$ cat src/rtl/tdls_pkg.sv
// Package for the line-sampling capture core: field widths, command and
// register codes, the result record and the fixed table of sample lines.
// No dependencies; every other file of the block imports it.
`timescale 1ns / 1ps
`default_nettype none

package tdls_pkg;

   localparam int CMD_W       = 2;
   localparam int PIXEL_W     = 8;
   localparam int ROW_W       = 6;
   localparam int COL_W       = 7;
   localparam int PPR_W       = 8;
   localparam int LINE_W      = 10;
   localparam int ROWS_W      = 7;
   localparam int ENTRY_W     = 8;
   localparam int CSR_INDEX_W = 2;
   localparam int CSR_DATA_W  = 10;

   localparam int TABLE_DEPTH = 64;
   localparam int MAX_ROWS    = 64;
   localparam int MAX_COLUMNS = 128;

   localparam logic [PPR_W-1:0]  PPR_RESET        = PPR_W'(80);
   localparam logic [LINE_W-1:0] LINE_LIMIT_RESET = LINE_W'(240);
   localparam logic [ROWS_W-1:0] ROWS_USED_RESET  = ROWS_W'(60);
   localparam logic [PPR_W-1:0]  COLUMN_CAP       = PPR_W'(MAX_COLUMNS);
   localparam logic [ROWS_W-1:0] ROW_CAP          = ROWS_W'(MAX_ROWS);

   typedef enum logic [CMD_W-1:0] {
      CMD_FRAME_START = 2'd0,
      CMD_LINE_START  = 2'd1,
      CMD_PIXEL       = 2'd2,
      CMD_RELEASE     = 2'd3
   } cmd_type;

   typedef enum logic [CSR_INDEX_W-1:0] {
      CSR_PIXELS_PER_ROW = 2'd0,
      CSR_LINE_LIMIT     = 2'd1,
      CSR_ROWS_USED      = 2'd2,
      CSR_UNUSED         = 2'd3
   } csr_index_type;

   typedef struct packed {
      logic               write_valid;
      logic [ROW_W-1:0]   write_row;
      logic [COL_W-1:0]   write_column;
      logic [PIXEL_W-1:0] write_pixel;
      logic               frame_done;
      logic               sampling_active;
      logic               processing_locked;
   } rsp_type;

   localparam logic [ENTRY_W-1:0] LINE_TABLE [TABLE_DEPTH] = '{
      8'd1,   8'd5,   8'd10,  8'd16,  8'd20,  8'd31,  8'd40,  8'd45,
      8'd57,  8'd62,  8'd68,  8'd79,  8'd88,  8'd97,  8'd105, 8'd112,
      8'd119, 8'd126, 8'd132, 8'd137, 8'd143, 8'd148, 8'd152, 8'd157,
      8'd161, 8'd165, 8'd169, 8'd172, 8'd176, 8'd179, 8'd182, 8'd185,
      8'd188, 8'd190, 8'd193, 8'd195, 8'd198, 8'd200, 8'd202, 8'd204,
      8'd206, 8'd208, 8'd210, 8'd213, 8'd215, 8'd217, 8'd218, 8'd220,
      8'd221, 8'd223, 8'd224, 8'd225, 8'd227, 8'd228, 8'd229, 8'd231,
      8'd233, 8'd234, 8'd236, 8'd237, 8'd0,   8'd0,   8'd0,   8'd0
   };

endpackage

`default_nettype wire

$ cat src/rtl/tdls_req_if.sv
// Event input channel of the capture core: command and pixel byte.
// Depends on tdls_pkg for the field widths.
`timescale 1ns / 1ps
`default_nettype none

interface tdls_req_if
   import tdls_pkg::*;
();
   logic               valid;
   logic               ready;
   logic [CMD_W-1:0]   command;
   logic [PIXEL_W-1:0] pixel_value;

   modport source (output valid, output command, output pixel_value, input ready);
   modport sink   (input valid, input command, input pixel_value, output ready);
endinterface

`default_nettype wire

$ cat src/rtl/tdls_rsp_if.sv
// Result channel of the capture core: pixel write and frame status.
// Depends on tdls_pkg for the field widths.
`timescale 1ns / 1ps
`default_nettype none

interface tdls_rsp_if
   import tdls_pkg::*;
();
   logic               valid;
   logic               ready;
   logic               write_valid;
   logic [ROW_W-1:0]   write_row;
   logic [COL_W-1:0]   write_column;
   logic [PIXEL_W-1:0] write_pixel;
   logic               frame_done;
   logic               sampling_active;
   logic               processing_locked;

   modport source (output valid, output write_valid, output write_row, output write_column,
                   output write_pixel, output frame_done, output sampling_active,
                   output processing_locked, input ready);
   modport sink   (input valid, input write_valid, input write_row, input write_column,
                   input write_pixel, input frame_done, input sampling_active,
                   input processing_locked, output ready);
endinterface

`default_nettype wire

$ cat src/rtl/tdls_csr_if.sv
// Register write channel of the capture core: register index and data.
// Depends on tdls_pkg for the field widths.
`timescale 1ns / 1ps
`default_nettype none

interface tdls_csr_if
   import tdls_pkg::*;
();
   logic                   valid;
   logic                   ready;
   logic [CSR_INDEX_W-1:0] index;
   logic [CSR_DATA_W-1:0]  data;

   modport source (output valid, output index, output data, input ready);
   modport sink   (input valid, input index, input data, output ready);
endinterface

`default_nettype wire

$ cat src/rtl/table_driven_line_sampling_capture_core.sv
// Line-sampling capture core: frame, line, pixel and release events in,
// one status record, with an optional frame-memory write, out per event.
// Depends on tdls_pkg, tdls_req_if, tdls_rsp_if and tdls_csr_if.
//
// Each transfer on req_bus carries one event; each produces exactly one
// transfer on rsp_bus, in order, in the cycle after acceptance at the earliest.
// The core accepts one event per cycle while the receiver is not stalling.
// The sample-line table sits in a 64-entry ROM with a registered read port;
// its address is the next row counter, so the entry for the current row is
// always ready when a line start arrives. A single output register holds
// the result; req_bus.ready stays high while that register is empty or being
// drained, so a stalled receiver holds the result and blocks new events only
// while it stalls. Register writes on csr_bus are always taken and apply to
// the next event; writes to an index beyond the register list are dropped.
// Synchronous reset loads the register defaults, clears the counters,
// closes sampling, releases the lock and empties the output register.
`timescale 1ns / 1ps
`default_nettype none

module table_driven_line_sampling_capture_core
   import tdls_pkg::*;
(
   input  wire logic  clock,
   input  wire logic  reset,
   tdls_req_if.sink   req_bus,
   tdls_rsp_if.source rsp_bus,
   tdls_csr_if.sink   csr_bus
);

   logic [PPR_W-1:0]   pixels_per_row_ff;
   logic [LINE_W-1:0]  line_limit_ff;
   logic [ROWS_W-1:0]  rows_used_ff;

   logic [LINE_W-1:0]  line_counter_ff, line_counter_in;
   logic [ROWS_W-1:0]  row_counter_ff, row_counter_in;
   logic [COL_W-1:0]   column_counter_ff, column_counter_in;
   logic [ROW_W-1:0]   armed_row_ff, armed_row_in;
   logic               capture_armed_ff, capture_armed_in;
   logic               sampling_ff, sampling_in;
   logic               processing_ff, processing_in;

   logic [ENTRY_W-1:0] table_entry_ff;
   logic [ROW_W-1:0]   table_addr;

   logic               rsp_valid_ff;
   rsp_type            rsp_ff, rsp_in;

   logic               req_accept;
   logic [PPR_W-1:0]   column_bound;
   logic [PPR_W-1:0]   column_sum;
   logic               line_hit;
   cmd_type            command;

   assign req_bus.ready = !rsp_valid_ff || rsp_bus.ready;
   assign req_accept    = req_bus.valid && req_bus.ready;
   assign csr_bus.ready = 1'b1;
   assign command       = cmd_type'(req_bus.command);

   assign column_bound = (pixels_per_row_ff > COLUMN_CAP) ? COLUMN_CAP : pixels_per_row_ff;
   assign column_sum   = {1'b0, column_counter_ff} + PPR_W'(1);
   assign line_hit     = !row_counter_ff[ROWS_W-1] &&
                         (line_counter_ff == {{(LINE_W-ENTRY_W){1'b0}}, table_entry_ff});

   always_comb begin
      line_counter_in   = line_counter_ff;
      row_counter_in    = row_counter_ff;
      column_counter_in = column_counter_ff;
      armed_row_in      = armed_row_ff;
      capture_armed_in  = capture_armed_ff;
      sampling_in       = sampling_ff;
      processing_in     = processing_ff;
      rsp_in            = '0;
      if (req_accept) begin
         unique case (command)
            CMD_FRAME_START: begin
               if (!processing_ff) begin
                  sampling_in       = 1'b1;
                  line_counter_in   = '0;
                  row_counter_in    = '0;
                  column_counter_in = '0;
                  capture_armed_in  = 1'b0;
               end
            end
            CMD_LINE_START: begin
               if (sampling_ff) begin
                  capture_armed_in = 1'b0;
                  if (line_hit) begin
                     armed_row_in      = row_counter_ff[ROW_W-1:0];
                     column_counter_in = '0;
                     capture_armed_in  = (column_bound != '0);
                     row_counter_in    = row_counter_ff + ROWS_W'(1);
                  end
                  line_counter_in = line_counter_ff + LINE_W'(1);
                  if (line_counter_in >= line_limit_ff || row_counter_in >= rows_used_ff ||
                      row_counter_in >= ROW_CAP) begin
                     sampling_in       = 1'b0;
                     processing_in     = 1'b1;
                     rsp_in.frame_done = 1'b1;
                  end
               end
            end
            CMD_PIXEL: begin
               if (capture_armed_ff) begin
                  rsp_in.write_valid  = 1'b1;
                  rsp_in.write_row    = armed_row_ff;
                  rsp_in.write_column = column_counter_ff;
                  rsp_in.write_pixel  = req_bus.pixel_value;
                  if (column_sum >= column_bound) begin
                     capture_armed_in  = 1'b0;
                     column_counter_in = '0;
                  end else begin
                     column_counter_in = column_sum[COL_W-1:0];
                  end
               end
            end
            CMD_RELEASE: begin
               processing_in = 1'b0;
            end
            default: begin
            end
         endcase
      end
      rsp_in.sampling_active   = sampling_in;
      rsp_in.processing_locked = processing_in;
   end

   assign table_addr = reset ? '0 : row_counter_in[ROW_W-1:0];

   always_ff @(posedge clock) begin
      table_entry_ff <= LINE_TABLE[table_addr];
   end

   always_ff @(posedge clock) begin
      if (reset) begin
         pixels_per_row_ff <= PPR_RESET;
         line_limit_ff     <= LINE_LIMIT_RESET;
         rows_used_ff      <= ROWS_USED_RESET;
      end else if (csr_bus.valid) begin
         unique case (csr_index_type'(csr_bus.index))
            CSR_PIXELS_PER_ROW: pixels_per_row_ff <= csr_bus.data[PPR_W-1:0];
            CSR_LINE_LIMIT:     line_limit_ff     <= csr_bus.data[LINE_W-1:0];
            CSR_ROWS_USED:      rows_used_ff      <= csr_bus.data[ROWS_W-1:0];
            CSR_UNUSED: begin
            end
            default: begin
            end
         endcase
      end
   end

   always_ff @(posedge clock) begin
      if (reset) begin
         line_counter_ff   <= '0;
         row_counter_ff    <= '0;
         column_counter_ff <= '0;
         armed_row_ff      <= '0;
         capture_armed_ff  <= 1'b0;
         sampling_ff       <= 1'b0;
         processing_ff     <= 1'b0;
         rsp_valid_ff      <= 1'b0;
      end else begin
         line_counter_ff   <= line_counter_in;
         row_counter_ff    <= row_counter_in;
         column_counter_ff <= column_counter_in;
         armed_row_ff      <= armed_row_in;
         capture_armed_ff  <= capture_armed_in;
         sampling_ff       <= sampling_in;
         processing_ff     <= processing_in;
         if (req_accept) begin
            rsp_valid_ff <= 1'b1;
         end else if (rsp_bus.ready) begin
            rsp_valid_ff <= 1'b0;
         end
      end
   end

   always_ff @(posedge clock) begin
      if (req_accept) begin
         rsp_ff <= rsp_in;
      end
   end

   assign rsp_bus.valid             = rsp_valid_ff;
   assign rsp_bus.write_valid       = rsp_ff.write_valid;
   assign rsp_bus.write_row         = rsp_ff.write_row;
   assign rsp_bus.write_column      = rsp_ff.write_column;
   assign rsp_bus.write_pixel       = rsp_ff.write_pixel;
   assign rsp_bus.frame_done        = rsp_ff.frame_done;
   assign rsp_bus.sampling_active   = rsp_ff.sampling_active;
   assign rsp_bus.processing_locked = rsp_ff.processing_locked;

endmodule

`default_nettype wire

$ cat src/flat_wrapper.sv
// flat-port wrapper written by rule: the top's interface ports become plain ports
module table_driven_line_sampling_capture_core_flat import tdls_pkg::*;
  (clock, reset, req_bus_valid, req_bus_command, req_bus_pixel_value, req_bus_ready, rsp_bus_valid, rsp_bus_write_valid, rsp_bus_write_row, rsp_bus_write_column, rsp_bus_write_pixel, rsp_bus_frame_done, rsp_bus_sampling_active, rsp_bus_processing_locked, rsp_bus_ready, csr_bus_valid, csr_bus_index, csr_bus_data, csr_bus_ready);
  tdls_req_if req_bus_i ();
  tdls_rsp_if rsp_bus_i ();
  tdls_csr_if csr_bus_i ();
  input  wire logic clock;
  input  wire logic reset;
  input wire logic [$bits(req_bus_i.valid)-1:0] req_bus_valid;
  input wire logic [$bits(req_bus_i.command)-1:0] req_bus_command;
  input wire logic [$bits(req_bus_i.pixel_value)-1:0] req_bus_pixel_value;
  output wire logic [$bits(req_bus_i.ready)-1:0] req_bus_ready;
  output wire logic [$bits(rsp_bus_i.valid)-1:0] rsp_bus_valid;
  output wire logic [$bits(rsp_bus_i.write_valid)-1:0] rsp_bus_write_valid;
  output wire logic [$bits(rsp_bus_i.write_row)-1:0] rsp_bus_write_row;
  output wire logic [$bits(rsp_bus_i.write_column)-1:0] rsp_bus_write_column;
  output wire logic [$bits(rsp_bus_i.write_pixel)-1:0] rsp_bus_write_pixel;
  output wire logic [$bits(rsp_bus_i.frame_done)-1:0] rsp_bus_frame_done;
  output wire logic [$bits(rsp_bus_i.sampling_active)-1:0] rsp_bus_sampling_active;
  output wire logic [$bits(rsp_bus_i.processing_locked)-1:0] rsp_bus_processing_locked;
  input wire logic [$bits(rsp_bus_i.ready)-1:0] rsp_bus_ready;
  input wire logic [$bits(csr_bus_i.valid)-1:0] csr_bus_valid;
  input wire logic [$bits(csr_bus_i.index)-1:0] csr_bus_index;
  input wire logic [$bits(csr_bus_i.data)-1:0] csr_bus_data;
  output wire logic [$bits(csr_bus_i.ready)-1:0] csr_bus_ready;
  assign req_bus_i.valid = req_bus_valid;
  assign req_bus_i.command = req_bus_command;
  assign req_bus_i.pixel_value = req_bus_pixel_value;
  assign req_bus_ready = req_bus_i.ready;
  assign rsp_bus_valid = rsp_bus_i.valid;
  assign rsp_bus_write_valid = rsp_bus_i.write_valid;
  assign rsp_bus_write_row = rsp_bus_i.write_row;
  assign rsp_bus_write_column = rsp_bus_i.write_column;
  assign rsp_bus_write_pixel = rsp_bus_i.write_pixel;
  assign rsp_bus_frame_done = rsp_bus_i.frame_done;
  assign rsp_bus_sampling_active = rsp_bus_i.sampling_active;
  assign rsp_bus_processing_locked = rsp_bus_i.processing_locked;
  assign rsp_bus_i.ready = rsp_bus_ready;
  assign csr_bus_i.valid = csr_bus_valid;
  assign csr_bus_i.index = csr_bus_index;
  assign csr_bus_i.data = csr_bus_data;
  assign csr_bus_ready = csr_bus_i.ready;
  table_driven_line_sampling_capture_core u_core (.clock(clock), .reset(reset), .req_bus(req_bus_i), .rsp_bus(rsp_bus_i), .csr_bus(csr_bus_i));
endmodule
$ cat config.mk
export PLATFORM = sky130hd
export DESIGN_NAME = table_driven_line_sampling_capture_core_flat
export DESIGN_NICKNAME = d
export VERILOG_FILES = /design/src/rtl/tdls_pkg.sv /design/src/rtl/tdls_req_if.sv /design/src/rtl/tdls_rsp_if.sv /design/src/rtl/tdls_csr_if.sv /design/src/rtl/table_driven_line_sampling_capture_core.sv /design/src/flat_wrapper.sv
export SDC_FILE = /design/constraint.sdc
export NUM_CORES = 1
export LEC_CHECK = 0
export BUFFER_PORTS_ARGS = -buffer_cell sky130_fd_sc_hd__buf_2
export CAP_MARGIN = 20
export CORE_ASPECT_RATIO = 1.25
export CORE_MARGIN = 1.5
export CORE_UTILIZATION = 59
export CTS_CLUSTER_SIZE = 40
export DETAILED_ROUTE_END_ITERATION = 16
export PLACE_DENSITY_LB_ADDON = 0.12
export SYNTH_ARGS = -nofsm -noshare
export SYNTH_HDL_FRONTEND = slang
export SYNTH_SLANG_ARGS = --single-unit
export TNS_END_PERCENT = 100
$ cat constraint.sdc
create_clock -name clock -period 4.2 [get_ports clock]
set_clock_uncertainty 0.15 [all_clocks]
set_input_delay 0.63 -clock clock [delete_from_list [all_inputs] [get_ports clock]]
set_output_delay 0.63 -clock clock [all_outputs]
set_load 0.05 [all_outputs]
==> flow_summary.yaml <==
synth:
  yosysTopAreaCell: "dfxtp_1"
  synth_xor_xnor_area_share: 0.0458
  ys_ff_latch: 92
  yosysUniqueCellTypes: 70
  synthAdderAreaFrac: 0.0982
  synth.most_common_cell: "nand2_1"
  syn-cell-area_mm2: 0.00535
  postSynthCellCount: 616
  synth_top_family_by_area: "simple AND/OR/NAND/NOR gates"
  synth.avg_cell_area_um2: 8.69
  synth.top_cell.area_share: 0.251
  muxShareOfSynthArea: 0.0299
  synth.yosys.seq_area_share: 0.391
  synthArstFlopShare: 0
  synth.top_cells.by_area: "dfxtp_1 (25%), edfxtp_1 (14%), ha_1 (9.8%), nand2_1 (5.0%), a21oi_1 (4.2%)"
  synth_ff_type: "dfxtp_1"
  ys_top_cells_by_count: "nand2_1 (72), dfxtp_1 (67), nor2_1 (55)"
  synth_warnings: 0
  syn-num-nets: 685
  synth-compound-area-share: 0.171
  yosys.area_share.simple: 0.217
  synth_edf_count: 25
setup_path:
  crit_cells: 14
  path_max_fanout: 5
  slowest_delay_ps: 520
  rr_startpoint: "u_core.line_counter_ff[8]"
  start_kind: "register"
  slowest_stage: "nor3_1"
  endpoint: "u_core.processing_ff"
  worstRegToRegCells: 14
  r2r_end: "u_core.processing_ff"
  path_class: "reg2reg"
  path_delay_family: "simple AND/OR/NAND/NOR gates"
  crit_buf_inv: 1
  crit_required_ps: 4320
  r2r_slack_ps: 290
  crit_arrival_ps: 4020
  crit_chain: "or3_1 > or4_4 > nor3_1 > buf_4 > xnor2_1 > ha_1 > nand2b_1 > a21o_1 > a21o_1 > a21oi_1 > o32ai_1 > nor3_1 > o21ai_0 > and2_1"
  startpoint: "u_core.line_counter_ff[8]"
  crit_path_end_kind: "register"
routing:
  postRouteAntennaNets: 0
  drcViolationCount: 0
  via_count: 4748
  first_pass_iters: 5
  routed_wl_um: 13300
  wl_per_cell_um: 16.8
  routed_via_density: 6.01
  drt-initial-drc-count: 333
power:
  power_leakage_nw: 2.58
  ir_drop_uv: 176
  p_per_area_mw_per_mm2: 286
placed_design:
  dpl.hpwl_um: 9970
  gp_congestion: 0.933
  numPortBuffers: 53
final_layout:
  syn2layout_area_growth_pct: 11.2
  drive_gt1_frac: 0.151
  seq_area_mm2: 0.00209
  multi_input_area_mm2: 0.00301
  final.fill_count: 764
  fin_util: 0.680
  n_antenna_cell: 0
  finalNetCount: 734
outcome:
  status: "completed"
clocking:
  cts-root-buf: "clkbuf_8"
  cts.path.max_buffers: 2
  cts-resized-gates: 0
  clock_sinks: 92
  cts_max_level: 3
  cts_buffers: 9
  tritoncts: "done"
  post_cts.repair.setup_buffers: 0
  clock_latency_ps: 370
  clk_pin_slew_ps: 90
  hold_buffers: 0
sta:
  tns_ps: 0
  layout_min_cycle_time_ps: 3910
  hold_viol: 0
  max_slew.worst_pin.slew_ps: 781
  setup_viol: 0
  drv_slew: 0
  slew_headroom: 0.474
  rsz0062_at_grt: "false"
  fmax_ghz: 0.256
  fin_crit_sh: 0.930
floorplan:
  core_area_mm2: 0.00875
  fp-row-count: 38
  die-height_um: 109
  dieArea_mm2: 0.00966
  boundaryPins: 55
  fp.dieW_um: 88.2
  start_util: 0.612
global_routing:
  busiest_layer: "met2"
  grt_pass1_vias: 4425
  grt_use_met1: 0.361
  track_usage: 0.286
  grt_use_met3: 0.0488
  use_met2: 0.478
  grt.overflow.total: 0
  grt_pass1_wl_um: 21300
  grt_max_degree: 30
  antenna_found_initial: 0
hold_path:
  hp-class: "reg2reg"
job:
  max_cap_viol_count: 0
## worst min-delay path by stage
stage / depth (start not counted) / endpoint / slack [ps] / from
2_1_floorplan: 2 / u_core.line_limit_ff[1] / 290 / u_core.line_limit_ff[1]
3_3_place_gp: 2 / u_core.line_limit_ff[3] / 290 / u_core.line_limit_ff[3]
3_5_place_dp: 2 / u_core.line_limit_ff[1] / 300 / u_core.line_limit_ff[1]
4_1_cts: 2 / u_core.line_limit_ff[1] / 310 / u_core.line_limit_ff[1]
5_1_grt: 2 / u_core.line_limit_ff[1] / 340 / u_core.line_limit_ff[1]
6_report: 2 / u_core.line_limit_ff[8] / 310 / u_core.line_limit_ff[8]
## registers in the layout, indices dropped and copies added (netlist names), 7 cells and up
register                     flops
u_core.rsp_bus.write_column      7
u_core.line_limit_ff            10
u_core.table_entry_ff            8
u_core.line_counter_ff          10
u_core.row_counter_ff            7
u_core.rows_used_ff              7
u_core.pixels_per_row_ff         8
u_core.rsp_bus.write_pixel       8
u_core.column_counter_ff         7
## cell usage in the layout, fill, tap and decap left out, types with 8 or more instances in the layout
cell type	netlist	routed
nor4_1	8	8
buf_4	1	15
o21ai_0	21	21
xnor2_1	16	16
o211ai_1	11	11
inv_1	26	26
nand2_1	72	72
buf_2	4	53
nand3_1	25	25
xor2_1	12	12
edfxtp_1	25	25
a211oi_1	8	8
mux2i_1	16	16
dfxtp_1	67	67
ha_1	42	42
nor2_1	55	55
a21oi_1	45	45
clkbuf_8	0	9
nor3_1	11	11
and3_1	32	32
## report_power, final
group	switching, W	total, W	leakage (nW)	internal, W
Sequential	0.00000867	0.000939	0.794	0.000931
Combinational	0.000118	0.000162	1.69	0.0000439
Clock	0.000324	0.000600	0.0880	0.000276
## routing by layer
metal / vias up / share of wire
met5: - / 0
met4: 0 / 0.025
met3: 23 / 0.043
met2: 149 / 0.50
met1: 2265 / 0.43
li1: 2311 / -
## cells by family (layout without fill, tap and decap cells)
group	Yosys count	in the layout
AO/OA/AOI/OAI	136	136
XOR/XNOR	28	28
adder cells (fa/ha/maj)	42	42
buffers and inverters	62	116
flip-flops	92	92
multiplexers	16	16
other	1	1
AND/OR/NAND/NOR	239	239
## through the flow
stage / std cells / hold WS, ps / total power, W / cell area [µm²] / setup WS (ps)
floorplan: 616 / 286 / 0.00107 / 5350 / 184
global placement: 774 / 294 / 0.00112 / 5750 / 275
detailed placement: 774 / 302 / 0.00112 / 5750 / 242
CTS: 790 / 315 / 0.00171 / 5950 / 269
global route: 790 / 338 / 0.00176 / 5950 / 73.0
finish: 790 / 313 / 0.00170 / 5950 / 294
## layout make-up
| class | instances | share of cell area |
|---|---|---|
| tap | 120 | 0.0252 |
| clock inverter | 7 | 0.0126 |
| multi-input combinational | 462 | 0.506 |
| inverter | 32 | 0.0204 |
| clock buffer | 9 | 0.0208 |
| sequential | 92 | 0.352 |
| timing repair buffer | 68 | 0.0635 |
## worst register-to-register path, cell delays in order, from the launching register on
cell	delay [ps]
dfxtp_1	370
or3_1	400
or4_4	470
nor3_1	150
buf_4	170
xnor2_1	120
ha_1	240
nand2b_1	130
a21o_1	170
a21o_1	170
a21oi_1	200
o32ai_1	100
nor3_1	520
o21ai_0	230
and2_1	200
Note: power is estimated with default switching activity, not from simulation.
